--- config.mk ---
export PLATFORM = sky130hd
export DESIGN_NAME = pcc_back
export DESIGN_NICKNAME = d
export VERILOG_FILES = /design/src/hdl/pcc_pkg.sv /design/src/hdl/pcc_back.sv
export SDC_FILE = /design/constraint.sdc
export NUM_CORES = 1
export LEC_CHECK = 0
export BUFFER_PORTS_ARGS = -buffer_cell sky130_fd_sc_hd__buf_2
export CORE_MARGIN = 1.5
export CORE_UTILIZATION = 25
export DETAILED_ROUTE_END_ITERATION = 8
export PLACE_DENSITY_LB_ADDON = 0.15
export SLEW_MARGIN = 20
export SYNTH_ARGS = -nofsm -noshare
export SYNTH_HDL_FRONTEND = slang
export SYNTH_SLANG_ARGS = --single-unit
--- constraint.sdc ---
create_clock -name i_clk -period 20.1 [get_ports i_clk]
set_input_delay 6.03 -clock i_clk [delete_from_list [all_inputs] [get_ports i_clk]]
set_output_delay 6.03 -clock i_clk [all_outputs]
set_load 0.03 [all_outputs]
--- src/hdl/pcc_pkg.sv ---
// Shared types and constants for the phase DVFS clock classifier.
// Holds the item structs, action and class codes and register indexes.
// Depends on nothing; every other file imports it.
`default_nettype none

package pcc_pkg;

    // Field widths fixed by the item format.
    localparam int PHASE_W     = 6;
    localparam int ACTION_W    = 2;
    localparam int COST_W      = 32;
    localparam int SUM_W       = 48;
    localparam int CLASS_W     = 2;
    localparam int CLOCK_W     = 9;
    localparam int INTENSITY_W = 58;
    localparam int LEVEL_W     = 8;
    localparam int THRESH_W    = 16;

    // Number of phase codes the phase field can address.
    localparam int PHASE_SPAN      = 2 ** PHASE_W;
    localparam int PHASE_COUNT_DEF = 64;

    // Queue between the table side and the divider side.
    localparam int QUEUE_DEPTH = 2;

    // Configuration port geometry.
    localparam int APB_ADDR_W = 5;
    localparam int APB_DATA_W = 32;
    localparam int REG_IDX_W  = 3;

    // Action codes.
    localparam logic [ACTION_W-1:0] ACT_ACCUM    = 2'd0;
    localparam logic [ACTION_W-1:0] ACT_CLASSIFY = 2'd1;
    localparam logic [ACTION_W-1:0] ACT_CLEAR    = 2'd2;

    // Class codes.
    localparam logic [CLASS_W-1:0] CLS_BALANCED = 2'd0;
    localparam logic [CLASS_W-1:0] CLS_COMPUTE  = 2'd1;
    localparam logic [CLASS_W-1:0] CLS_MEMORY   = 2'd2;

    // Nominal Q8 clock factor.
    localparam logic [CLOCK_W-1:0] NOMINAL_Q8 = 9'd256;

    // Register indexes.
    localparam logic [REG_IDX_W-1:0] REG_THERMAL_LEVEL  = 3'd0;
    localparam logic [REG_IDX_W-1:0] REG_POWER_LEVEL    = 3'd1;
    localparam logic [REG_IDX_W-1:0] REG_THERMAL_CAP    = 3'd2;
    localparam logic [REG_IDX_W-1:0] REG_POWER_CAP      = 3'd3;
    localparam logic [REG_IDX_W-1:0] REG_HIGH_THRESHOLD = 3'd4;
    localparam logic [REG_IDX_W-1:0] REG_LOW_THRESHOLD  = 3'd5;
    localparam logic [REG_IDX_W-1:0] REG_OVERCLOCK_Q8   = 3'd6;
    localparam logic [REG_IDX_W-1:0] REG_DOWNCLOCK_Q8   = 3'd7;

    typedef struct packed {
        logic [ACTION_W-1:0] action;
        logic [PHASE_W-1:0]  phase;
        logic [COST_W-1:0]   compute_cost;
        logic [COST_W-1:0]   memory_cost;
    } t_in_item;

    typedef struct packed {
        logic [PHASE_W-1:0]     result_phase;
        logic [CLASS_W-1:0]     phase_class;
        logic [CLOCK_W-1:0]     clock_q8;
        logic [INTENSITY_W-1:0] intensity;
    } t_out_item;

    // One classify job handed from the table side to the divider side.
    typedef struct packed {
        logic [PHASE_W-1:0] phase;
        logic [SUM_W-1:0]   compute_sum;
        logic [SUM_W-1:0]   memory_sum;
    } t_job;

    typedef struct packed {
        logic [LEVEL_W-1:0]  thermal_level;
        logic [LEVEL_W-1:0]  power_level;
        logic [LEVEL_W-1:0]  thermal_cap;
        logic [LEVEL_W-1:0]  power_cap;
        logic [THRESH_W-1:0] high_threshold;
        logic [THRESH_W-1:0] low_threshold;
        logic [CLOCK_W-1:0]  overclock_q8;
        logic [CLOCK_W-1:0]  downclock_q8;
    } t_cfg;

endpackage

`default_nettype wire

--- src/hdl/pcc_back.sv ---
// Divider side: scales the compute sum, divides by the memory sum two bits a cycle,
// then picks the class and clock and holds the word in the output register.
// Depends on pcc_pkg.
`default_nettype none

module pcc_back (
    input  logic               i_clk,
    input  logic               i_rst_n,
    input  pcc_pkg::t_cfg      i_cfg,
    input  logic               i_job_vld,
    input  pcc_pkg::t_job      i_job,
    output logic               o_pop,
    output logic               o_out_valid,
    output pcc_pkg::t_out_item o_out_data,
    input  logic               i_out_stall
);
    import pcc_pkg::*;

    localparam int STEPS = INTENSITY_W / 2;
    localparam int CNT_W = $clog2(STEPS);
    localparam logic [CNT_W-1:0] CNT_LAST = CNT_W'(STEPS - 1);
    localparam int RS_W  = SUM_W + 2;

    typedef enum logic [2:0] {
        ST_IDLE = 3'b001,
        ST_DIV  = 3'b010,
        ST_FIN  = 3'b100
    } t_state;

    t_state                 r_state;
    t_state                 n_state;
    logic [CNT_W-1:0]       r_cnt;
    logic [PHASE_W-1:0]     r_phase;
    logic [INTENSITY_W-1:0] r_quo;
    logic [SUM_W-1:0]       r_rem;
    logic [SUM_W-1:0]       r_d1;
    logic [RS_W-1:0]        r_d3;
    logic                   r_out_vld;
    t_out_item              r_out;

    logic [INTENSITY_W-1:0] w_prod;
    logic [SUM_W-1:0]       w_dsr;
    logic [RS_W-1:0]        w_dsr3;
    logic [RS_W-1:0]        w_rs;
    logic [RS_W:0]          w_sub1;
    logic [RS_W:0]          w_sub2;
    logic [RS_W:0]          w_sub3;
    logic [1:0]             w_digit;
    logic [SUM_W-1:0]       w_rem_next;
    logic                   w_out_free;
    logic                   w_capped;
    logic [CLASS_W-1:0]     w_class;
    logic [CLOCK_W-1:0]     w_clock;

    // Intensity scale: x*1000 = x*1024 - x*16 - x*8.
    assign w_prod = {i_job.compute_sum, 10'b0}
                    - INTENSITY_W'({i_job.compute_sum, 4'b0})
                    - INTENSITY_W'({i_job.compute_sum, 3'b0});

    // A zero memory sum divides as one.
    assign w_dsr  = (i_job.memory_sum == '0) ? SUM_W'(1) : i_job.memory_sum;
    assign w_dsr3 = RS_W'(w_dsr) + RS_W'({w_dsr, 1'b0});

    // One radix-4 step: compare the partial remainder with d, 2d and 3d.
    assign w_rs   = {r_rem, r_quo[INTENSITY_W-1 -: 2]};
    assign w_sub1 = {1'b0, w_rs} - (RS_W + 1)'(r_d1);
    assign w_sub2 = {1'b0, w_rs} - (RS_W + 1)'({r_d1, 1'b0});
    assign w_sub3 = {1'b0, w_rs} - {1'b0, r_d3};

    always_comb begin
        priority if (!w_sub3[RS_W]) begin
            w_digit    = 2'd3;
            w_rem_next = w_sub3[SUM_W-1:0];
        end else if (!w_sub2[RS_W]) begin
            w_digit    = 2'd2;
            w_rem_next = w_sub2[SUM_W-1:0];
        end else if (!w_sub1[RS_W]) begin
            w_digit    = 2'd1;
            w_rem_next = w_sub1[SUM_W-1:0];
        end else begin
            w_digit    = 2'd0;
            w_rem_next = w_rs[SUM_W-1:0];
        end
    end

    // Class and clock from the finished quotient; the high test wins.
    assign w_capped = (i_cfg.thermal_level >= i_cfg.thermal_cap)
                      || (i_cfg.power_level >= i_cfg.power_cap);

    always_comb begin
        priority if (r_quo >= INTENSITY_W'(i_cfg.high_threshold)) begin
            w_class = CLS_COMPUTE;
            w_clock = w_capped ? NOMINAL_Q8 : i_cfg.overclock_q8;
        end else if (r_quo <= INTENSITY_W'(i_cfg.low_threshold)) begin
            w_class = CLS_MEMORY;
            w_clock = i_cfg.downclock_q8;
        end else begin
            w_class = CLS_BALANCED;
            w_clock = NOMINAL_Q8;
        end
    end

    assign w_out_free = !r_out_vld || !i_out_stall;
    assign o_pop      = (r_state == ST_IDLE) && i_job_vld;

    // Sequencer.
    always_comb begin
        n_state = r_state;
        unique case (r_state)
            ST_IDLE: begin
                if (i_job_vld) begin
                    n_state = ST_DIV;
                end
            end
            ST_DIV: begin
                if (r_cnt == CNT_LAST) begin
                    n_state = ST_FIN;
                end
            end
            ST_FIN: begin
                if (w_out_free) begin
                    n_state = ST_IDLE;
                end
            end
            default: n_state = ST_IDLE;
        endcase
    end

    always_ff @(posedge i_clk) begin
        if (!i_rst_n) begin
            r_state <= ST_IDLE;
        end else begin
            r_state <= n_state;
        end
    end

    // Divider datapath.
    always_ff @(posedge i_clk) begin
        if (o_pop) begin
            r_phase <= i_job.phase;
            r_quo   <= w_prod;
            r_rem   <= '0;
            r_d1    <= w_dsr;
            r_d3    <= w_dsr3;
            r_cnt   <= '0;
        end else if (r_state == ST_DIV) begin
            r_quo <= {r_quo[INTENSITY_W-3:0], w_digit};
            r_rem <= w_rem_next;
            r_cnt <= r_cnt + 1'b1;
        end
    end

    // Output register.
    always_ff @(posedge i_clk) begin
        if (!i_rst_n) begin
            r_out_vld <= 1'b0;
        end else if ((r_state == ST_FIN) && w_out_free) begin
            r_out_vld <= 1'b1;
        end else if (!i_out_stall) begin
            r_out_vld <= 1'b0;
        end
    end

    always_ff @(posedge i_clk) begin
        if ((r_state == ST_FIN) && w_out_free) begin
            r_out.result_phase <= r_phase;
            r_out.phase_class  <= w_class;
            r_out.clock_q8     <= w_clock;
            r_out.intensity    <= r_quo;
        end
    end

    assign o_out_valid = r_out_vld;
    assign o_out_data  = r_out;

endmodule

`default_nettype wire

# ---- Word-level counts from Yosys, hierarchy flattened
# Cells that the tools add are included.
dict set report totals {
  reg_bits 294
  inputBits 188
  output_inout_bits 77
  word_cells 59
}
dict set report op_classes {
  addsub 7
  order_cmp 4
  eq_ne 8
  muxes 19
  reduce_logical 9
}
# operator n
set ops {}
lappend ops {{2-to-1 mux 48 bit} 4}
lappend ops {{2-to-1 mux 58 bit} 2}
lappend ops {{>= comparator 58 x 16 -> 1 bit} 1}
lappend ops {{less-or-equal comparator 58 x 16 -> 1 bit} 1}
lappend ops {{subtractor 58 x 51 -> 58 bit} 1}
lappend ops {{subtractor 58 x 52 -> 58 bit} 1}
lappend ops {{subtractor 50 x 48 -> 51 bit} 1}
lappend ops {{subtractor 50 x 49 -> 51 bit} 1}
lappend ops {{subtractor 50 x 50 -> 51 bit} 1}
lappend ops {{adder 48 x 49 -> 50 bit} 1}
lappend ops {{logical NOT 48 bit} 1}
lappend ops {{2-to-1 mux 9 bit} 3}
lappend ops {{>= comparator 8 bit} 2}
lappend ops {{2-to-1 mux 3 bit} 3}
lappend ops {{case mux 3 bit (3 select lines)} 1}
lappend ops {{2-to-1 mux 2 bit} 3}
lappend ops {{!= test 2 bit, second input constant} 3}
lappend ops {{adder 5 x 1 -> 5 bit, second input constant} 1}
lappend ops {{== test 5 bit, second input constant} 1}
lappend ops {{== test 3 x 1 -> 1 bit, second input constant} 1}
lappend ops {{== test 3 x 2 -> 1 bit, second input constant} 1}
lappend ops {{== test 3 bit, second input constant} 1}
lappend ops {{2-to-1 mux 1 bit} 3}
lappend ops {{AND reduction 3 bit} 1}
lappend ops {{5 further kinds} 8}

# ---- Depth between registers and ports, before layout
dict set report logic_depth {
  ltp_word 6
  ltp_mapped 17
  depth_no_buf 15
}

# ---- Worst setup path before layout
# No wires, ideal clock.
dict set report synth_path {
  path_kind {input-to-output}
  from {input i_job_vld}
  to {output o_pop}
  arrival_ns 10.010
  t_required_ns 14.070
  slack_ns 4.060
  stages 6
  n_path_buf 3
  path_cell_list {nand2_1 > or2_2 > clkbuf_1 > clkbuf_1 > clkinv_1 > clkbuf_1}
}
dict set report synth_via {
  elab_chain_len 1
}
# item line
set synth_lines {}
lappend synth_lines {{start, declared} pcc_back.sv:10} ;# input logic i_job_vld,
lappend synth_lines {{logical AND 1 bit} pcc_back.sv:104} ;# assign o_pop = (r_state == ST_IDLE) && i_job_vld;
lappend synth_lines {{end, declared} pcc_back.sv:12} ;# output logic o_pop,
# Every way passes these cells.

# ---- Final worst setup path
# Same ends and word-level chain as after synthesis.

==> summary.md <==
| Metric | Value |
|---|---|
| CP Max Fanout | 42 |
| IO Pins | 265 |
| Clk network pwr share | 30.0% |
| Die Width | about 330 um |
| Critical path class | primary input to output pin |
| Final Max Slew Viols | 0 |
| Final worst slack | ~7000 ps |
| Fmax | around 0.075 GHz |
| Worst slew pin tran | 1069 ps |
| Hold Fails Final Rpt | 0 |
| DRT Pass-1 Iters | 5 |
| Mapped Nets | between 3000 and 4000 |
| Asr flop ratio synth | 0% |
| Status | finished, final reports clean |
| Largest stage delay, worst path | 420 ps |
| GPL Wtd Cong | slightly below 0.9 |
| Most frequent cells in the layout | 327 x a21oi_1, 302 x ha_1, 286 x nand2_1 |
| Comb pwr share | around two fifths |
| Mapped Area | ~27000 um2 |
| Final WL | about 96000 um |
| Clock Skew | approximately 37 ps |
| HP Class | register to register |
| Sw power | ~940 uW |
| Worst Path Required | approximately 14000 ps |
| Switching share of power | a little under two fifths |
| H-tree Lvls | 2 |
| Clk buf depth | 3 |
| Row Count | around 120 |
| Die ar. | approximately 110000 um2 |
| FF+latch count, synth | 293 |
| Arr. time, crit path | between 7000 and 8000 ps |
| Nets@finish | a little under 4000 |
| Crit share post-route | 66.05% |
| Worst skew pair latency | around 610 ps |
| Setup Buffers After CTS | 0 |
| Vias per cell | roughly 5 |
| CP Capture Type | output pin |
| Syn_area_per_cell | between 8 and 9 um2 |
| CTS tree | yes |
| CTS buffer count | 41 |
| WP buf/inv | 3 |
| Vias in the first global route | approximately 24000 |
| Post_cts resized | 0 |
| Die H | around 330 um |
| Relative slew slack | between 20 and 30% |
| Largest net degree at the start of global routing | between 80 and 90 |
| Synth Flop Type | edfxtp_1 |
| Cells after Synth | approximately 3200 |
| Clock slew at reported path FFs | ~50 ps |
| Final instance area | 31490 um2 |
| CP dominant cell by count | buf_2 |
| Sequential area share after synthesis | 29.95% |
| Yosys warns | 0 |
| Max-cap viol count | 0 |
| Detailed Place HPWL | between 70000 and 80000 um |
| Placed Area | between 30000 and 40000 um2 |
| Post-route ant nets | 0 |
| Final core utilization | approximately 29% |
| Static Leak | 0.01374 uW |
| Tmin final | 13280 ps |
| Grt total ovfl | 0 |
| Synth-to-Final Area Change | 14.62% |
| RSZ-0062 raised after global routing | false |
| Fraction of layout cells with a size suffix above 1 | between 10% and 20% |
| Vias | 23960 |
| Root Buffer | clkbuf_16 |
| Internal power | around 1500 uW |
| # setup viols final | 0 |
| Ranking of synthesized cells by area | edfxtp_1 26%, ha_1 14%, a21oi_1 6.0% |
| Initial antenna violation count | 4 |
| Routed length per instance | between 15 and 20 um |
| Core area | between 100000 and 150000 um2 |
| Slowest library cell on the worst path | or2_4 |
| Cell variety after synth | 96 |
| Crit-path cells | buf_2, nand2_1, or2_4, inv_6, buf_2 |
| VDD IR max | 50.57 uV |
| Yosys top cell area share | 25.79% |
| First-pass GRT wire length | between 100000 and 150000 um |
| Most common cell after layout, fill and taps aside | a21oi_1 |
| Post-route DRC | 0 |
| PwrDens | about 79 nW/um2 |
| Sum Neg Setup Slack | 0 ps |
| 1st-iter DRT viols | roughly 1400 |
| Overall Global Routing Usage | 16.75% |
| I/O Buffers | 264 |
| Pre-CTS setup slack | 6769 ps |
| Clk sink count | a little under 300 |
| Starting Density | about a quarter |
| Critical path startpoint category | primary input |
| CP top delay family | buffers and inverters |
| Largest area contributor in the netlist | edfxtp_1 |
| Post-CTS Hold Buffers | 0 |
| EDFF count, synth | about 240 |
| Sequential fraction of design power | a little under a third |
-- registers in the layout (all words and copies together) (netlist names) --
| register | flops |
|---|---|
| r_rem | 48 |
| r_d3 | 49 |
| r_phase | 6 |
| r_d1 | 48 |
| r_cnt | 5 |
| o_out_valid | 1 |
| o_out_data | 75 |
| r_quo | 58 |
| r_state | 3 |
-- power groups by stage --
stage	Sequential [uW]	Clock (uW)	Combinational (uW)
2_1_floorplan	774	0	693
5_1_grt	793	792	1060
4_1_cts	787	774	949
3_5_place_dp	799	0	945
3_3_place_gp	799	0	949
6_report	787	742	947
-- through the flow --
| stage | total power, uW | cells | hold WS [ps] |
|---|---|---|---|
| floorplan | 1467 | 3193 | 400.3 |
| global placement | 1748 | 4735 | 400.9 |
| detailed placement | 1744 | 4735 | 404.5 |
| CTS | 2511 | 4810 | 416.4 |
| global route | 2643 | 4811 | 420.5 |
| finish | 2475 | 4811 | 415.9 |
-- final timing paths --
check                             end  slack (ps)  cells past startpoint                  from
min          o_out_data[71]$_DFFE_PP_         420                      0  r_phase[2]$_DFFE_PP_
max                             o_pop        6820                      5             i_job_vld
min reg2reg  o_out_data[71]$_DFFE_PP_         420                      0  r_phase[2]$_DFFE_PP_
max reg2reg    r_rem[43]$_SDFFE_PP0P_       14320                     14   r_quo[57]$_DFFE_PP_
-- final cells by class --
class | count | area [um2]
Tap cell | 1414 | 1769
Timing Repair Buffer | 281 | 1449
Clock buffer | 52 | 1099
Multi-Input combinational cell | 2482 | 17700
Inverter | 265 | 999.7
Fill cell | 11730 | 77360
Sequential cell | 293 | 8228
Antenna cell | 1 | 2.502
Clock inverter | 23 | 245.2
-- cell usage after synthesis, types with 52 or more instances --
| cell type | number |
|---|---|
| nor2_1 | 188 |
| inv_1 | 264 |
| nand2_1 | 286 |
| dfxtp_1 | 57 |
| edfxtp_1 | 236 |
| o21ai_0 | 186 |
| o21ai_1 | 52 |
| xor2_1 | 78 |
| a21oi_1 | 328 |
| a21o_1 | 139 |
| xnor2_1 | 141 |
| nand3_1 | 58 |
| ha_1 | 302 |
| clkbuf_1 | 125 |
-- kinds of logic (layout without fill, tap and decap cells) --
| family | Yosys count | count (layout) | share of synthesized area (%) |
|---|---|---|---|
| adders and majority gates | 346 | 346 | 16.96 |
| buffers and inverters | 418 | 621 | 5.865 |
| xor gates and xnor gates | 219 | 219 | 6.981 |
| and+or+nand+nor | 817 | 817 | 14.18 |
| muxes | 11 | 11 | 0.4144 |
| AOI/OAI and AO/OA | 1089 | 1089 | 25.65 |
| other | 0 | 1 | 0 |
| DFF | 293 | 293 | 29.95 |
-- layer usage --
metal | vias to the layer above | global-route usage, % | wire length, um
met3 | 112 | 2.660 | 4508
met2 | 546 | 27.54 | 43850
met5 | - | 0 | 0
li1 | 12020 | - | -
met4 | 0 | 4.613 | 2411
met1 | 11280 | 22.60 | 45020
(Power assumes the default switching activity.)
