$ cat src/hdl/pcc_pkg.sv
// Shared types and constants for the phase DVFS clock classifier.
// Holds the item structs, action and class codes and register indexes.
// Depends on nothing; every other file imports it.
`default_nettype none

package pcc_pkg;

    // Field widths fixed by the item format.
    localparam int PHASE_W     = 6;
    localparam int ACTION_W    = 2;
    localparam int COST_W      = 32;
    localparam int SUM_W       = 48;
    localparam int CLASS_W     = 2;
    localparam int CLOCK_W     = 9;
    localparam int INTENSITY_W = 58;
    localparam int LEVEL_W     = 8;
    localparam int THRESH_W    = 16;

    // Number of phase codes the phase field can address.
    localparam int PHASE_SPAN      = 2 ** PHASE_W;
    localparam int PHASE_COUNT_DEF = 64;

    // Queue between the table side and the divider side.
    localparam int QUEUE_DEPTH = 2;

    // Configuration port geometry.
    localparam int APB_ADDR_W = 5;
    localparam int APB_DATA_W = 32;
    localparam int REG_IDX_W  = 3;

    // Action codes.
    localparam logic [ACTION_W-1:0] ACT_ACCUM    = 2'd0;
    localparam logic [ACTION_W-1:0] ACT_CLASSIFY = 2'd1;
    localparam logic [ACTION_W-1:0] ACT_CLEAR    = 2'd2;

    // Class codes.
    localparam logic [CLASS_W-1:0] CLS_BALANCED = 2'd0;
    localparam logic [CLASS_W-1:0] CLS_COMPUTE  = 2'd1;
    localparam logic [CLASS_W-1:0] CLS_MEMORY   = 2'd2;

    // Nominal Q8 clock factor.
    localparam logic [CLOCK_W-1:0] NOMINAL_Q8 = 9'd256;

    // Register indexes.
    localparam logic [REG_IDX_W-1:0] REG_THERMAL_LEVEL  = 3'd0;
    localparam logic [REG_IDX_W-1:0] REG_POWER_LEVEL    = 3'd1;
    localparam logic [REG_IDX_W-1:0] REG_THERMAL_CAP    = 3'd2;
    localparam logic [REG_IDX_W-1:0] REG_POWER_CAP      = 3'd3;
    localparam logic [REG_IDX_W-1:0] REG_HIGH_THRESHOLD = 3'd4;
    localparam logic [REG_IDX_W-1:0] REG_LOW_THRESHOLD  = 3'd5;
    localparam logic [REG_IDX_W-1:0] REG_OVERCLOCK_Q8   = 3'd6;
    localparam logic [REG_IDX_W-1:0] REG_DOWNCLOCK_Q8   = 3'd7;

    typedef struct packed {
        logic [ACTION_W-1:0] action;
        logic [PHASE_W-1:0]  phase;
        logic [COST_W-1:0]   compute_cost;
        logic [COST_W-1:0]   memory_cost;
    } t_in_item;

    typedef struct packed {
        logic [PHASE_W-1:0]     result_phase;
        logic [CLASS_W-1:0]     phase_class;
        logic [CLOCK_W-1:0]     clock_q8;
        logic [INTENSITY_W-1:0] intensity;
    } t_out_item;

    // One classify job handed from the table side to the divider side.
    typedef struct packed {
        logic [PHASE_W-1:0] phase;
        logic [SUM_W-1:0]   compute_sum;
        logic [SUM_W-1:0]   memory_sum;
    } t_job;

    typedef struct packed {
        logic [LEVEL_W-1:0]  thermal_level;
        logic [LEVEL_W-1:0]  power_level;
        logic [LEVEL_W-1:0]  thermal_cap;
        logic [LEVEL_W-1:0]  power_cap;
        logic [THRESH_W-1:0] high_threshold;
        logic [THRESH_W-1:0] low_threshold;
        logic [CLOCK_W-1:0]  overclock_q8;
        logic [CLOCK_W-1:0]  downclock_q8;
    } t_cfg;

endpackage

`default_nettype wire

$ cat src/hdl/pcc_queue.sv
// Short job queue that decouples the table side from the divider side.
// Depth comes from the package; entries are classify jobs.
// Depends on pcc_pkg.
`default_nettype none

module pcc_queue (
    input  logic          i_clk,
    input  logic          i_rst_n,
    input  logic          i_push,
    input  pcc_pkg::t_job i_push_job,
    output logic          o_full,
    input  logic          i_pop,
    output logic          o_head_vld,
    output pcc_pkg::t_job o_head_job
);
    import pcc_pkg::*;

    localparam int PTR_W = (QUEUE_DEPTH > 1) ? $clog2(QUEUE_DEPTH) : 1;
    localparam int CNT_W = $clog2(QUEUE_DEPTH + 1);
    localparam logic [PTR_W-1:0] PTR_LAST = PTR_W'(QUEUE_DEPTH - 1);
    localparam logic [CNT_W-1:0] CNT_FULL = CNT_W'(QUEUE_DEPTH);

    t_job             r_slots [QUEUE_DEPTH];
    logic [PTR_W-1:0] r_wr_ptr;
    logic [PTR_W-1:0] r_rd_ptr;
    logic [CNT_W-1:0] r_count;

    assign o_full     = (r_count == CNT_FULL);
    assign o_head_vld = (r_count != '0);
    assign o_head_job = r_slots[r_rd_ptr];

    // Entry storage.
    always_ff @(posedge i_clk) begin
        if (i_push) begin
            r_slots[r_wr_ptr] <= i_push_job;
        end
    end

    // Pointers and fill count.
    always_ff @(posedge i_clk) begin
        if (!i_rst_n) begin
            r_wr_ptr <= '0;
            r_rd_ptr <= '0;
            r_count  <= '0;
        end else begin
            if (i_push) begin
                r_wr_ptr <= (r_wr_ptr == PTR_LAST) ? '0 : r_wr_ptr + 1'b1;
            end
            if (i_pop) begin
                r_rd_ptr <= (r_rd_ptr == PTR_LAST) ? '0 : r_rd_ptr + 1'b1;
            end
            if (i_push && !i_pop) begin
                r_count <= r_count + 1'b1;
            end else if (i_pop && !i_push) begin
                r_count <= r_count - 1'b1;
            end
        end
    end

endmodule

`default_nettype wire

$ cat config.mk
export PLATFORM = sky130hd
export DESIGN_NAME = pcc_queue
export DESIGN_NICKNAME = d
export VERILOG_FILES = /design/src/hdl/pcc_pkg.sv /design/src/hdl/pcc_queue.sv
export SDC_FILE = /design/constraint.sdc
export NUM_CORES = 1
export LEC_CHECK = 0
export ABC_AREA = 1
export BUFFER_PORTS_ARGS = -buffer_cell sky130_fd_sc_hd__buf_2
export CORE_ASPECT_RATIO = 1.4
export CORE_UTILIZATION = 38
export DETAILED_ROUTE_END_ITERATION = 8
export GPL_ROUTABILITY_DRIVEN = 0
export PLACE_DENSITY_LB_ADDON = 0.25
export SETUP_SLACK_MARGIN = 0.4
export SYNTH_ARGS = -nofsm -noshare
export SYNTH_HDL_FRONTEND = slang
export SYNTH_SLANG_ARGS = --single-unit
$ cat constraint.sdc
create_clock -name i_clk -period 13.6 [get_ports i_clk]
set_clock_uncertainty 0.2 [all_clocks]
set_input_delay 2.72 -clock i_clk [delete_from_list [all_inputs] [get_ports i_clk]]
set_output_delay 2.72 -clock i_clk [all_outputs]
set_load 0.02 [all_outputs]
== Word-level counts from Yosys, hierarchy flattened ==
Memories as Yosys holds them, arrays and structs flattened. A register that Yosys moved wholly into a read port is not among the register bits.
Cells that the tools add are included.

* Shifts and indexed selects: 0
* Mux-type cells: 8
* Multiply operators: 0
* Bitwise operators: 0
* Reduce and logical (&&, ||, !) cells: 6
* $add $sub $neg: 4
* Eq/ne operators: 1
* Order comparisons: 0
* Div/mod/pow operators: 0

{| class="wikitable"
|+ Operators by type and width
! kind !! number
|-
| two-way mux 1 bit || 6
|-
| two-way mux 2 bit || 2
|-
| nonzero test 2 bit || 2
|-
| adder 1 bit, second input constant || 2
|-
| adder 2 x 1 -> 2 bit, second input constant || 1
|-
| == test 2 bit, second input constant || 1
|-
| logical AND 1 bit || 2
|-
| logical NOT 1 bit || 2
|-
| subtractor 2 x 1 -> 2 bit, second input constant || 1
|}

* Input bits: 106
* Logic and storage cells: 23
* RAM bits: 204
* Output and inout bits: 104
* Bits in latches: 0
* ROM bits: 0
* Memories: 1
* Flip-flop bits (word level): 4

{| class="wikitable"
|+ Memories
! name !! depth !! width !! rd ports !! clocked after Yosys merged registers in !! write ports !! RTL line !! source
|-
| r_slots || 2 || 102 || 1 || 1 || 1 || pcc_queue.sv:23 || <nowiki>t_job r_slots [QUEUE_DEPTH];</nowiki>
|}

== Depth between registers and ports, before layout ==
Gate-level depths: netlist (run 1).

* Depth in word-level cells: 4
* Mapped depth: 8
* Mapped depth without buffers: 8

== Worst setup path before layout (run 1) ==
OpenSTA, ideal clock, no wires.

* Path type: input -> register
* Start: in i_push
* End: mem r_slots[0][0] (netlist bit) (enable)
* Stages: 2
* Path slack: 5.804 ns
* Library setup time: 0.566 ns
* Path buffers: 0
* Arrival time: 7.029 ns
* Path through: inv_1 -> nor2_1

* Word-level cells in the longest chain between the ends: 2

{| class="wikitable"
|+ RTL lines
! item !! RTL line !! source
|-
| start, declared || pcc_queue.sv:9 || <nowiki>input logic i_push,</nowiki>
|-
| two-way mux 1 bit || pcc_queue.sv:34 || <nowiki>if (i_push) begin</nowiki>
|-
| two-way mux 1 bit (implied by the code) || pcc_queue.sv:35 || <nowiki>r_slots[r_wr_ptr] <= i_push_job;</nowiki>
|-
| end, declared || pcc_queue.sv:23 ||
|}

No other way between the ends.

==> impl_results.html, run 1 <==
<table>
<tr><th>Metric</th><th>Value</th></tr>
<tr><th colspan="2">Outcome</th></tr>
<tr><td>Status</td><td>finished, final reports clean</td></tr>
<tr><th colspan="2">Clocking</th></tr>
<tr><td>Number of sinks handled by clock tree synthesis</td><td>209</td></tr>
<tr><td>Number of buffers inserted by hold repair at cts</td><td>0</td></tr>
<tr><td>Clock transition at path regs</td><td>0.06 ns</td></tr>
<tr><td>CTS Buf Count</td><td>21</td></tr>
<tr><td>Post CTS Setup Buffer Count</td><td>0</td></tr>
<tr><td>CTS Root Buffer Type</td><td>clkbuf_16</td></tr>
<tr><td>Latest clock arrival within the worst-skew pair</td><td>0.48 ns</td></tr>
<tr><td>Htree depth</td><td>1</td></tr>
<tr><td>Cells resized by post-CTS repair</td><td>0</td></tr>
<tr><td>Clock tree from TritonCTS</td><td>built</td></tr>
<tr><td>Buffer levels on the longest clock path</td><td>3</td></tr>
<tr><th colspan="2">GRT</th></tr>
<tr><td>Initial antenna violation count</td><td>4</td></tr>
<tr><td>Maximum number of pins on one net before global-route repair</td><td>71</td></tr>
<tr><td>Met2 routing resource usage after global routing</td><td>23.66%</td></tr>
<tr><td>Total global routing track utilization</td><td>between 10% and 20%</td></tr>
<tr><td>Global-route met1 utilization</td><td>roughly 13%</td></tr>
<tr><td>Via count of the first global-routing pass</td><td>4,108</td></tr>
<tr><td>Wire length of the first global-routing pass</td><td>21,310 um</td></tr>
<tr><td>GR peak layer</td><td>met2</td></tr>
<tr><td>Global-route met3 utilization</td><td>4.551%</td></tr>
<tr><td>Grt total ovfl</td><td>0</td></tr>
<tr><th colspan="2">Critical path</th></tr>
<tr><td>WP data arrival</td><td>2.87 ns</td></tr>
<tr><td>Crit path buffers/inverters</td><td>2</td></tr>
<tr><td>Critical Path Sink Type</td><td>output pin</td></tr>
<tr><td>Critical setup path kind</td><td>flop to output pin</td></tr>
<tr><td>Cell family with the largest share of critical-path delay</td><td>buffers and inverters</td></tr>
<tr><td>Startpoint of the lowest-slack register-to-register path</td><td>r_wr_ptr$_SDFFE_PN0P_</td></tr>
<tr><td>Crit-path cells</td><td>buf_4 &gt; mux2_2 &gt; buf_2</td></tr>
<tr><td>WP data required</td><td>10.68 ns</td></tr>
<tr><td>Delay of the slowest critical-path stage</td><td>0.88 ns</td></tr>
<tr><td>Worst-path fanout max</td><td>57</td></tr>
<tr><td>Max stage delay cell, worst path</td><td>buf_4</td></tr>
<tr><td>R2r setup slk</td><td>10.97 ns</td></tr>
<tr><td>Startpoint type of the worst setup path</td><td>flop</td></tr>
<tr><th colspan="2">Floorplan</th></tr>
<tr><td>Row count</td><td>62</td></tr>
<tr><td>Initial Util</td><td>38.62%</td></tr>
<tr><td>Overall die width</td><td>roughly 120 um</td></tr>
<tr><td>Vertical die dimension</td><td>172.7 um</td></tr>
<tr><td>Floorplan Core Area</td><td>20,480 um^2</td></tr>
<tr><td>Top-level I/O count</td><td>210</td></tr>
<tr><td>Total die area</td><td>21,400 um^2</td></tr>
<tr><th colspan="2">Cells and area</th></tr>
<tr><td>Register area</td><td>approximately 6200 um^2</td></tr>
<tr><td>Synth-to-Final Area Change</td><td>24.96%</td></tr>
<tr><td>Highest-count cells in the layout ignoring fill and taps</td><td>buf_2, edfxtp_1, mux2_4, mux2_2, clkbuf_16</td></tr>
<tr><td>Layout cells sized above 1</td><td>between 50% and 60%</td></tr>
<tr><td>Filler Cell Count</td><td>between 1,500 and 2,000</td></tr>
<tr><td>Most common cell after layout, fill and taps aside</td><td>buf_2</td></tr>
<tr><td>End-of-flow core utilization</td><td>48.26%</td></tr>
<tr><td>Multi-input logic area</td><td>1554 um^2</td></tr>
<tr><td>Final #Nets</td><td>between 600 and 700</td></tr>
<tr><th colspan="2">Place</th></tr>
<tr><td>Number of buffers added on ports</td><td>209</td></tr>
<tr><td>Estimated wirelength of the detail-placed design</td><td>9371 um</td></tr>
<tr><th colspan="2">Synthesis</th></tr>
<tr><td>Leading area contributor after synthesis</td><td>edfxtp_1</td></tr>
<tr><td>Sequential fraction of the synthesis area</td><td>78.71%</td></tr>
<tr><td>Syn avg cell area</td><td>22.47 um^2</td></tr>
<tr><td>Area of the mapped netlist</td><td>~7900 um^2</td></tr>
<tr><td>Number of distinct library cells after synthesis</td><td>15</td></tr>
<tr><td>Total nets after synthesis</td><td>459</td></tr>
<tr><td>Largest cells by area after synthesis</td><td>edfxtp_1, mux2_4, mux2_2</td></tr>
<tr><td>Top-area cell type share of the netlist area</td><td>77.44%</td></tr>
<tr><td>Number of warnings issued by yosys</td><td>0</td></tr>
<tr><td>Register bit total from synthesis</td><td>between 200 and 250</td></tr>
<tr><td>Cells after Synth</td><td>352</td></tr>
<tr><th colspan="2">Flow run</th></tr>
<tr><td>Max Cap Violations</td><td>0</td></tr>
<tr><th colspan="2">Timing</th></tr>
<tr><td>TNS Setup</td><td>0 ns</td></tr>
<tr><td>Count of endpoints failing setup in the final report</td><td>0</td></tr>
<tr><td>Hold Vio Cnt, Final</td><td>0</td></tr>
<tr><td>Normalized max-slew margin</td><td>30.28%</td></tr>
<tr><td>Transition at the pin with the smallest max-transition slack</td><td>1.046 ns</td></tr>
<tr><td>Min cycle time layout</td><td>5.787 ns</td></tr>
<tr><td>Max frequency</td><td>0.1728 GHz</td></tr>
<tr><td>Unrepaired setup endpoints after global routing</td><td>no</td></tr>
<tr><td>Portion of the clock cycle consumed by the worst path in the final layout</td><td>42.55%</td></tr>
<tr><td>Max-slew violation count</td><td>0</td></tr>
<tr><th colspan="2">Detailed routing</th></tr>
<tr><td>Initial DRC Count</td><td>178</td></tr>
<tr><td>DRC errors left</td><td>0</td></tr>
<tr><td>Routed Antenna Nets</td><td>0</td></tr>
<tr><td>Via-to-Cell Ratio</td><td>4.589</td></tr>
<tr><td>Total length of routed wires</td><td>14,230 um</td></tr>
<tr><td>First-pass DRT Iterations</td><td>4</td></tr>
<tr><td>Vias</td><td>3,896</td></tr>
<tr><td>Routed length per instance</td><td>16.76 um</td></tr>
<tr><th colspan="2">Power</th></tr>
<tr><td>Power Dens Cells</td><td>149.8 nW/um^2</td></tr>
<tr><td>Leakage power</td><td>approximately 3.9 nW</td></tr>
<tr><td>Worst VDD drop</td><td>0.1100 mV</td></tr>
<tr><th colspan="2">Hold path</th></tr>
<tr><td>Hold WC Path Type</td><td>flop to flop</td></tr>
<tr><td>Hold wc startpoint</td><td>r_rd_ptr$_SDFFE_PN0P_</td></tr>
</table>
## routing by layer
| metal | vias up | wire length [um] |
|---|---|---|
| li1 | 1827 | - |
| met1 | 1894 | 5030 |
| met2 | 142 | 7578 |
| met3 | 29 | 1185 |
| met4 | 4 | 409 |
| met5 | - | 26 |
## power by group
group	internal (W)	switching [W]	leakage [nW]	total [W]
sequential	0.000746	0.0000133	1.96	0.000759
combinational	0.0000715	0.0000882	1.62	0.000160
clock	0.000340	0.000222	0.327	0.000561
total	0.00116	0.000323	3.90	0.00148
## cell families (layout without fill, tap and decap cells)
| group | count (synthesis) | count (layout) | share of synthesized area (%) |
|---|---|---|---|
| other | 0 | 2 | 0 |
| AOI/OAI and AO/OA | 2 | 2 | 0.1264 |
| buffers and inverters | 19 | 258 | 1.740 |
| muxes | 102 | 102 | 18.32 |
| adders and majority gates | 1 | 1 | 0.1582 |
| DFF | 209 | 209 | 78.71 |
| and+or+nand+nor | 19 | 19 | 0.9490 |
## metrics by stage
| stage | setup slack (ns) | cell area [um^2] | std cells | total power [W] | hold slack, ns |
|---|---|---|---|---|---|
| final | 7.813 | 9884 | 849 | 0.001480 | 0.3168 |
| after global routing | 7.628 | 9884 | 849 | 0.001534 | 0.3591 |
| after CTS | 7.707 | 9879 | 847 | 0.001502 | 0.3168 |
| after detailed placement | 8.233 | 9205 | 809 | 0.0009366 | 0.2912 |
| after global placement | 8.246 | 9205 | 809 | 0.0009308 | 0.2814 |
| after floorplan | 5.804 | 7910 | 352 | 0.0008807 | 0.2635 |
## area by class of cell
class / instances / area share, %
inverter: 8 / 0.3291
clock inverter: 13 / 1.354
multi-input combinational: 124 / 15.72
clock buffer: 25 / 5.468
tap: 256 / 3.241
timing repair buffer: 212 / 10.81
sequential: 209 / 63.03
antenna: 2 / 0.05063
## path summary, 6_finish.rpt
| kind | to | cells past startpoint |
|---|---|---|
| setup reg to reg | r_slots[0][95]$_DFFE_PP_ | 2 |
| hold reg to reg | flop | 2 |
| hold / removal | flop | 2 |
| setup / recovery | o_head_job[81] | 3 |
## sequential cells by signal (all words and copies together), names as in the netlist, named ones only
name / flops
r_count: 2
r_wr_ptr: 1
r_rd_ptr: 1
r_slots: 204
## worst reg2reg max path, cell delays in order, from the launching register on
cell,delay [ns]
dfxtp_1,0.34
nor2_4,0.75
buf_4,0.86
## cells in the mapped netlist
master and count:
edfxtp_1 204, mux2_2 22, nand4_1 1, nand2_1 9, dfxtp_1 5, buf_4 1
a21oi_1 1, nand3_1 1, inv_1 8, buf_6 8, nor2_1 8, buf_2 2
mux2_4 80, o21ai_0 1, ha_1 1
Power figures use the tool's default switching activity.
==> inputs of run 2 (changes only) <==
Settings changed: ABC_AREA 1 to 0.
Clock period 13.6 ns to 6.1 ns, I/O delays scaled along.
==> run 2 against run 1 <==
Compared with the run above:
- via count shrank 0.64%
- count of clock-buffer cells in the layout grew 4
- routed wire length grew 2.3%
- first-iteration DRC count shrank 1.7%
- die area is essentially flat
- register-to-register slack lost 7.3 ns
- total power grew 130%
- synthesized cell count shrank 3.7%
- area after synthesis is essentially flat
- worst hold slack gained 0.022 ns
- global-route usage grew 0.42 points
- cell count shrank 1.5%
==> impl_results.html, run 2 <==
<table>
<tr><th>Metric</th><th>Value</th></tr>
<tr><th colspan="2">Floorplan</th></tr>
<tr><td>Row count</td><td>62 (unchanged)</td></tr>
<tr><td>Vertical die dimension</td><td>172.6 um (was 172.7 um)</td></tr>
<tr><td>Total die area</td><td>21,390 um^2 (was 21,400 um^2)</td></tr>
<tr><td>Floorplan Core Area</td><td>20,480 um^2 (unchanged)</td></tr>
<tr><td>Top-level I/O count</td><td>210 (unchanged)</td></tr>
<tr><td>Initial Util</td><td>38.59% (was 38.62%)</td></tr>
<tr><td>Overall die width</td><td>123.9 um (about the same)</td></tr>
<tr><th colspan="2">GRT</th></tr>
<tr><td>Via count of the first global-routing pass</td><td>4,210 (was 4,108)</td></tr>
<tr><td>Grt total ovfl</td><td>0 (unchanged)</td></tr>
<tr><td>Total global routing track utilization</td><td>13.50% (was 13.08%)</td></tr>
<tr><td>Maximum number of pins on one net before global-route repair</td><td>69 (was 71)</td></tr>
<tr><td>Wire length of the first global-routing pass</td><td>21,740 um (was 21,310 um)</td></tr>
<tr><td>Initial antenna violation count</td><td>3 (was 4)</td></tr>
<tr><th colspan="2">Detailed routing</th></tr>
<tr><td>Vias</td><td>3,871 (was 3,896)</td></tr>
<tr><td>Initial DRC Count</td><td>175 (was 178)</td></tr>
<tr><td>Routed Antenna Nets</td><td>0 (unchanged)</td></tr>
<tr><td>Routed length per instance</td><td>17.42 um (was 16.76 um)</td></tr>
<tr><td>Via-to-Cell Ratio</td><td>4.630 (was 4.589)</td></tr>
<tr><td>Total length of routed wires</td><td>14,560 um (was 14,230 um)</td></tr>
<tr><td>DRC errors left</td><td>0 (unchanged)</td></tr>
<tr><td>First-pass DRT Iterations</td><td>4 (unchanged)</td></tr>
<tr><th colspan="2">Synthesis</th></tr>
<tr><td>Most used flip-flop cell after synthesis</td><td>edfxtp_1 (unchanged)</td></tr>
<tr><td>Sequential fraction of the synthesis area</td><td>78.78% (was 78.71%)</td></tr>
<tr><td>Largest cells by area after synthesis</td><td>edfxtp_1, mux2_4, mux2_2 (unchanged)</td></tr>
<tr><td>EDFF count, synth</td><td>204 (unchanged)</td></tr>
<tr><td>Syn avg cell area</td><td>23.31 um^2 (was 22.47 um^2)</td></tr>
<tr><td>Number of distinct library cells after synthesis</td><td>19 (was 15)</td></tr>
<tr><td>Cells after Synth</td><td>339 (was 352)</td></tr>
<tr><td>Leading area contributor after synthesis</td><td>edfxtp_1 (unchanged)</td></tr>
<tr><td>Total nets after synthesis</td><td>446 (was 459)</td></tr>
<tr><td>Most frequent cells after synthesis</td><td>edfxtp_1, mux2_4, mux2_2, buf_6, dfxtp_1 (was edfxtp_1, mux2_4, mux2_2, nand2_1)</td></tr>
<tr><td>Area of the mapped netlist</td><td>7903 um^2 (was 7910 um^2)</td></tr>
<tr><td>Register bit total from synthesis</td><td>209 (unchanged)</td></tr>
<tr><td>Share of flip-flops with an asynchronous set or reset</td><td>0% (unchanged)</td></tr>
<tr><td>Top-area cell type share of the netlist area</td><td>77.52% (was 77.44%)</td></tr>
<tr><td>Number of warnings issued by yosys</td><td>0 (unchanged)</td></tr>
<tr><td>Most frequent cell after synthesis</td><td>edfxtp_1 (unchanged)</td></tr>
<tr><th colspan="2">Timing</th></tr>
<tr><td>Final worst hold slack</td><td>0.3385 ns (was 0.3168 ns)</td></tr>
<tr><td>Max-slew violation count</td><td>0 (unchanged)</td></tr>
<tr><td>Normalized max-slew margin</td><td>25.37% (was 30.28%)</td></tr>
<tr><td>Min cycle time layout</td><td>3.948 ns</td></tr>
<tr><td>Unrepaired setup endpoints after global routing</td><td>no (unchanged)</td></tr>
<tr><td>Count of endpoints failing setup in the final report</td><td>0 (unchanged)</td></tr>
<tr><td>TNS Setup</td><td>0 ns (unchanged)</td></tr>
<tr><td>Max frequency</td><td>0.2533 GHz</td></tr>
<tr><td>Transition at the pin with the smallest max-transition slack</td><td>1.117 ns (was 1.046 ns)</td></tr>
<tr><td>Hold Vio Cnt, Final</td><td>0 (unchanged)</td></tr>
<tr><td>Portion of the clock cycle consumed by the worst path in the final layout</td><td>64.72%</td></tr>
<tr><th colspan="2">Cells and area</th></tr>
<tr><td>Final non-filler cell total</td><td>836 (was 849)</td></tr>
<tr><td>Largest register FFs</td><td>204 (unchanged)</td></tr>
<tr><td>End-of-flow core utilization</td><td>48.53% (was 48.26%)</td></tr>
<tr><td>Highest-count cells in the layout ignoring fill and taps</td><td>buf_2, edfxtp_1, mux2_4, clkbuf_16, mux2_2 (was buf_2, edfxtp_1, mux2_4, mux2_2, clkbuf_16)</td></tr>
<tr><td>Filler Cell Count</td><td>1,761 (was 1,785)</td></tr>
<tr><td>Most common cell after layout, fill and taps aside</td><td>buf_2 (unchanged)</td></tr>
<tr><td>Registers with the most flip-flops</td><td>r_slots x204, r_count x2 (unchanged)</td></tr>
<tr><td>Synth-to-Final Area Change</td><td>25.78% (was 24.96%)</td></tr>
<tr><td>Final #Nets</td><td>672 (was 683)</td></tr>
<tr><td>Layout cells sized above 1</td><td>59.93% (was 58.04%)</td></tr>
<tr><td>Most flop-heavy register</td><td>r_slots (unchanged)</td></tr>
<tr><th colspan="2">Clocking</th></tr>
<tr><td>Number of sinks handled by clock tree synthesis</td><td>209 (unchanged)</td></tr>
<tr><td>Cells resized by post-CTS repair</td><td>0 (unchanged)</td></tr>
<tr><td>Htree depth</td><td>1 (unchanged)</td></tr>
<tr><td>CTS Root Buffer Type</td><td>clkbuf_16 (unchanged)</td></tr>
<tr><td>CTS Buf Count</td><td>22 (was 21)</td></tr>
<tr><td>Buffer levels on the longest clock path</td><td>3 (unchanged)</td></tr>
<tr><td>Number of buffers inserted by hold repair at cts</td><td>0 (unchanged)</td></tr>
<tr><td>Post CTS Setup Buffer Count</td><td>0 (unchanged)</td></tr>
<tr><td>Clock tree from TritonCTS</td><td>built (unchanged)</td></tr>
<tr><td>Latest clock arrival within the worst-skew pair</td><td>0.49 ns (was 0.48 ns)</td></tr>
<tr><td>Clock transition at path regs</td><td>0.05 ns (was 0.06 ns)</td></tr>
<tr><th colspan="2">Critical path</th></tr>
<tr><td>WP data required</td><td>4.68 ns (was 10.68 ns)</td></tr>
<tr><td>Critical Path Sink Type</td><td>output pin (unchanged)</td></tr>
<tr><td>Worst-path fanout max</td><td>61 (was 57)</td></tr>
<tr><td>Startpoint type of the worst setup path</td><td>flop (unchanged)</td></tr>
<tr><td>WP data arrival</td><td>2.53 ns (was 2.87 ns)</td></tr>
<tr><td>Critical setup path kind</td><td>flop to output pin (unchanged)</td></tr>
<tr><td>Depth of the most critical reg-to-reg path</td><td>2 (unchanged)</td></tr>
<tr><th colspan="2">Hold path</th></tr>
<tr><td>Worst hold stages</td><td>2 (unchanged)</td></tr>
<tr><td>Hold WC Path Type</td><td>flop to flop (unchanged)</td></tr>
<tr><th colspan="2">Power</th></tr>
<tr><td>Power Dens Cells</td><td>344.0 nW/um^2 (was 149.8 nW/um^2)</td></tr>
<tr><td>Leakage power</td><td>3.902 nW (was 3.904 nW)</td></tr>
<tr><td>Worst VDD drop</td><td>0.2468 mV (was 0.1100 mV)</td></tr>
<tr><th colspan="2">Outcome</th></tr>
<tr><td>Status</td><td>finished, final reports clean (unchanged)</td></tr>
<tr><th colspan="2">Place</th></tr>
<tr><td>Total instance count after detailed placement</td><td>797 (was 809)</td></tr>
<tr><td>Number of buffers added on ports</td><td>209 (unchanged)</td></tr>
<tr><th colspan="2">Flow run</th></tr>
<tr><td>Max Cap Violations</td><td>0 (unchanged)</td></tr>
</table>
run 2: cell count changes after synthesis, moves of 2 or more:
| cell | previous run | this run |
|---|---|---|
| xor2_1 | 0 | 2 |
| nor2_1 | 8 | 0 |
| nand2_1 | 9 | 0 |
| nor2b_1 | 0 | 2 |
| inv_1 | 8 | 1 |
| and2_1 | 0 | 4 |
run 2: power by group:
group          switching (W)  internal [W]
clock               0.000509      0.000815
combinational       0.000209      0.000186
sequential         0.0000396       0.00166
run 2: final timing paths:
| path | from | endpoint | slack, ns |
|---|---|---|---|
| setup / recovery | flop | o_head_job[81] | 2.15 |
| hold / removal | r_count[1]$_SDFFE_PN0P_ | r_count[1]$_SDFFE_PN0P_ | 0.34 |
| hold reg to reg | r_count[1]$_SDFFE_PN0P_ | r_count[1]$_SDFFE_PN0P_ | 0.34 |
| setup reg to reg | r_wr_ptr$_SDFFE_PN0P_ | r_slots[0][14]$_DFFE_PP_ | 3.71 |
run 2: worst max-delay path, stage by stage, from the launching register on:
cell and delay [ns]:
dfxtp_4 1.08, buf_12 0.39, mux2_2 0.38, buf_2 0.16
run 2: routing by layer:
metal	vias up	GRT usage (%)	part of all wire, %
met5	-	0	0.17
met3	26	3.529	7.2
met4	4	4.970	2.3
met1	1913	14.09	36
met2	124	25.12	54
li1	1804	-	-
run 2: cell type report:
cell class                 count  area (um^2)  share of cell area (%)
tap                          256        320.3                   3.223
multi-input combinational    118         1575                   15.85
inverter                       1        3.754                 0.03776
antenna                        1        2.502                 0.02518
sequential                   209         6230                   62.68
clock buffer                  29        598.1                   6.017
timing repair buffer         213         1089                   10.95
clock inverter                 9        121.4                   1.221
run 2: cell families (layout without fill, tap and decap cells):
family,count (synthesis),in the layout,synth area share (%)
compound gates,3,3,0.2533
xor+xnor,3,3,0.3325
fa+ha+maj,1,1,0.1583
buf+inv,12,252,1.409
flops,209,209,78.78
mux,102,102,18.33
other cells,0,1,0
simple gates,9,9,0.7284
run 2: stage by stage:
step	setup WS, ns	cell area [um^2]	power (W)
after CTS	2.048	9937	0.003471
after global placement	2.606	9218	0.002123
final	2.152	9940	0.003419
after global routing	2.016	9937	0.003543
after detailed placement	2.575	9218	0.002135
after floorplan	1.562	7905	0.001997
==> inputs of run 3 (changes only) <==
Clock period 6.1 ns to 3.3 ns, I/O delays scaled along.
==> run 3 against run 2 <==
Compared with the run above:
- largest cell class unchanged
- critical path depth unchanged
- setup slack worse by 1.6 ns
- core utilization down 0.18 points
- die area unchanged
- non-clock buffer count is 3 higher
- critical endpoint is now o_head_job[84]
- cell area down 0.37%
- register-to-register slack worse by 2.2 ns
==> impl_results.html, run 3 (synthesis results as in run 2) <==
<table>
<tr><th>Metric</th><th>Value</th></tr>
<tr><th colspan="2">Critical path</th></tr>
<tr><td>Cell family with the largest share of critical-path delay</td><td>flip-flops (unchanged)</td></tr>
<tr><td>Critical Path Sink Type</td><td>output pin (unchanged)</td></tr>
<tr><td>WP data required</td><td>2.44 ns (was 4.68 ns)</td></tr>
<tr><td>Startpoint of the lowest-slack register-to-register path</td><td>r_wr_ptr$_SDFFE_PN0P_ (unchanged)</td></tr>
<tr><td>Startpoint type of the worst setup path</td><td>flop (unchanged)</td></tr>
<tr><td>Endpoint of the most critical register-to-register path</td><td>r_slots[1][59]$_DFFE_PP_ (was r_slots[0][14]$_DFFE_PP_)</td></tr>
<tr><td>Critical setup path kind</td><td>flop to output pin (unchanged)</td></tr>
<tr><td>R2r setup slk</td><td>1.52 ns (was 3.71 ns)</td></tr>
<tr><td>Crit-path cells</td><td>buf_12 &gt; mux2_2 &gt; buf_2 (unchanged)</td></tr>
<tr><td>Depth of the most critical reg-to-reg path</td><td>2 (unchanged)</td></tr>
<tr><td>Delay of the slowest critical-path stage</td><td>0.49 ns (was 1.08 ns)</td></tr>
<tr><td>WP data arrival</td><td>1.85 ns (was 2.53 ns)</td></tr>
<tr><td>Crit path buffers/inverters</td><td>2 (unchanged)</td></tr>
<tr><td>Worst-path fanout max</td><td>40 (was 61)</td></tr>
<tr><td>Max stage delay cell, worst path</td><td>dfxtp_4 (unchanged)</td></tr>
<tr><th colspan="2">Clocking</th></tr>
<tr><td>Clock transition at path regs</td><td>0.06 ns (was 0.05 ns)</td></tr>
<tr><td>Cells resized by post-CTS repair</td><td>0 (unchanged)</td></tr>
<tr><td>Post CTS Setup Buffer Count</td><td>0 (unchanged)</td></tr>
<tr><td>Latest clock arrival within the worst-skew pair</td><td>0.49 ns (about the same)</td></tr>
<tr><td>CTS Root Buffer Type</td><td>clkbuf_16 (unchanged)</td></tr>
<tr><td>Number of buffers inserted by hold repair at cts</td><td>0 (unchanged)</td></tr>
<tr><td>Htree depth</td><td>1 (unchanged)</td></tr>
<tr><td>CTS Buf Count</td><td>21 (was 22)</td></tr>
<tr><td>Number of sinks handled by clock tree synthesis</td><td>209 (unchanged)</td></tr>
<tr><td>Clock tree from TritonCTS</td><td>built (unchanged)</td></tr>
<tr><td>Buffer levels on the longest clock path</td><td>3 (unchanged)</td></tr>
<tr><th colspan="2">Timing</th></tr>
<tr><td>TNS Setup</td><td>0 ns (unchanged)</td></tr>
<tr><td>Hold Vio Cnt, Final</td><td>0 (unchanged)</td></tr>
<tr><td>Max-slew violation count</td><td>0 (unchanged)</td></tr>
<tr><td>Unrepaired setup endpoints after global routing</td><td>no (unchanged)</td></tr>
<tr><td>Max frequency</td><td>0.3690 GHz</td></tr>
<tr><td>Count of endpoints failing setup in the final report</td><td>0 (unchanged)</td></tr>
<tr><td>Final worst setup slack</td><td>0.5898 ns (was 2.152 ns)</td></tr>
<tr><td>Transition at the pin with the smallest max-transition slack</td><td>0.5926 ns (was 1.117 ns)</td></tr>
<tr><td>Normalized max-slew margin</td><td>60.49% (was 25.37%)</td></tr>
<tr><td>Min cycle time layout</td><td>2.710 ns</td></tr>
<tr><td>Portion of the clock cycle consumed by the worst path in the final layout</td><td>82.13%</td></tr>
<tr><th colspan="2">Floorplan</th></tr>
<tr><td>Initial Util</td><td>38.59% (unchanged)</td></tr>
<tr><td>Top-level I/O count</td><td>210 (unchanged)</td></tr>
<tr><td>Floorplan Core Area</td><td>20,480 um^2 (unchanged)</td></tr>
<tr><td>Vertical die dimension</td><td>172.6 um (unchanged)</td></tr>
<tr><td>Row count</td><td>62 (unchanged)</td></tr>
<tr><td>Overall die width</td><td>123.9 um (unchanged)</td></tr>
<tr><td>Total die area</td><td>21,390 um^2 (unchanged)</td></tr>
<tr><th colspan="2">GRT</th></tr>
<tr><td>Total global routing track utilization</td><td>13.20% (was 13.50%)</td></tr>
<tr><td>Maximum number of pins on one net before global-route repair</td><td>104 (was 69)</td></tr>
<tr><td>Wire length of the first global-routing pass</td><td>21,510 um (was 21,740 um)</td></tr>
<tr><td>Via count of the first global-routing pass</td><td>4,104 (was 4,210)</td></tr>
<tr><td>Grt total ovfl</td><td>0 (unchanged)</td></tr>
<tr><td>Initial antenna violation count</td><td>0 (was 3)</td></tr>
<tr><th colspan="2">Hold path</th></tr>
<tr><td>Hold wc startpoint</td><td>i_push_job[55] (was r_count[1]$_SDFFE_PN0P_)</td></tr>
<tr><td>Hold WC Path Type</td><td>input port to flop (was flop to flop)</td></tr>
<tr><td>Hold Path Sink</td><td>r_slots[1][55]$_DFFE_PP_ (was r_count[1]$_SDFFE_PN0P_)</td></tr>
<tr><td>Worst hold stages</td><td>1 (was 2)</td></tr>
<tr><th colspan="2">Power</th></tr>
<tr><td>Power Dens Cells</td><td>610.1 nW/um^2 (was 344.0 nW/um^2)</td></tr>
<tr><td>Worst VDD drop</td><td>0.4580 mV (was 0.2468 mV)</td></tr>
<tr><td>Leakage power</td><td>3.880 nW (was 3.902 nW)</td></tr>
<tr><th colspan="2">Cells and area</th></tr>
<tr><td>Registers with the most flip-flops</td><td>r_slots x204, r_count x2 (unchanged)</td></tr>
<tr><td>Final #Nets</td><td>674 (was 672)</td></tr>
<tr><td>Filler Cell Count</td><td>1,797 (was 1,761)</td></tr>
<tr><td>Synth-to-Final Area Change</td><td>25.32% (was 25.78%)</td></tr>
<tr><td>Most common cell after layout, fill and taps aside</td><td>buf_2 (unchanged)</td></tr>
<tr><td>Largest register FFs</td><td>204 (unchanged)</td></tr>
<tr><td>Most flop-heavy register</td><td>r_slots (unchanged)</td></tr>
<tr><td>Final antenna diode count</td><td>0 (was 1)</td></tr>
<tr><td>Layout cells sized above 1</td><td>59.62% (was 59.93%)</td></tr>
<tr><td>Highest-count cells in the layout ignoring fill and taps</td><td>buf_2, edfxtp_1, mux2_4, mux2_2, clkbuf_16 (was buf_2, edfxtp_1, mux2_4, clkbuf_16, mux2_2)</td></tr>
<tr><th colspan="2">Detailed routing</th></tr>
<tr><td>Routed length per instance</td><td>17.18 um (was 17.42 um)</td></tr>
<tr><td>Vias</td><td>3,895 (was 3,871)</td></tr>
<tr><td>Routed Antenna Nets</td><td>0 (unchanged)</td></tr>
<tr><td>DRC errors left</td><td>0 (unchanged)</td></tr>
<tr><td>Total length of routed wires</td><td>14,400 um (was 14,560 um)</td></tr>
<tr><td>First-pass DRT Iterations</td><td>4 (unchanged)</td></tr>
<tr><td>Via-to-Cell Ratio</td><td>4.648 (was 4.630)</td></tr>
<tr><td>Initial DRC Count</td><td>173 (was 175)</td></tr>
<tr><th colspan="2">Place</th></tr>
<tr><td>Estimated wirelength of the detail-placed design</td><td>9578 um</td></tr>
<tr><td>Worst slack at placement</td><td>1.068 ns (was 2.575 ns)</td></tr>
<tr><td>Number of buffers added on ports</td><td>209 (unchanged)</td></tr>
<tr><th colspan="2">Flow run</th></tr>
<tr><td>Max Cap Violations</td><td>0 (unchanged)</td></tr>
<tr><th colspan="2">Outcome</th></tr>
<tr><td>Status</td><td>finished, final reports clean (unchanged)</td></tr>
</table>
-- run 3: worst max-delay path by stage --
stage                                    to  slack [ns]  cells past startpoint
floorplan           r_slots[0][0]$_DFFE_PP_        0.46                      1
global placement             o_head_job[84]        1.08                      3
detailed placement           o_head_job[82]        1.07                      3
CTS                          o_head_job[82]        0.53                      3
global route                 o_head_job[82]        0.47                      3
finish                       o_head_job[84]        0.59                      3
-- run 3: final cells by class --
cell class / count / area (um^2) / area share [%]
timing repair buffer: 216 / 1149 / 11.60
sequential: 209 / 6230 / 62.91
clock inverter: 12 / 81.33 / 0.8212
clock buffer: 26 / 544.3 / 5.496
inverter: 1 / 3.754 / 0.03790
tap: 256 / 320.3 / 3.234
multi-input combinational: 118 / 1575 / 15.91
-- run 3: worst register-to-register path, delay by kind of cell, from the launching register on --
kind / cells / cell delay [ns]
buf+inv: 1 / 0.41
flops: 1 / 0.39
simple gates: 1 / 0.44
-- run 3: power by group --
part / leakage, nW / switching (W) / internal [W]
clock: 0.300 / 0.000915 / 0.00125
sequential: 1.96 / 0.0000423 / 0.00307
combinational: 1.62 / 0.000419 / 0.000350
total: 3.88 / 0.00138 / 0.00467
-- run 3: through the flow --
stage	util (%)	total power (W)	hold WS, ns	instances	instance area, um^2
global route	48.36	0.006277	0.1268	838	9903
global placement	45.30	0.003931	0.2771	800	9278
detailed placement	45.30	0.003952	0.2991	800	9278
floorplan	-	0.003687	0.2614	339	7911
finish	48.36	0.006042	0.1579	838	9903
CTS	48.36	0.006139	0.1298	838	9903
-- run 3: layer usage --
metal | GRT usage [%] | up-vias | wire [um]
met1 | 13.68 | 1934 | 5035
met2 | 24.79 | 137 | 8030
met3 | 3.331 | 25 | 1002
met5 | 0 | - | 0
met4 | 4.719 | 0 | 330
li1 | - | 1799 | -
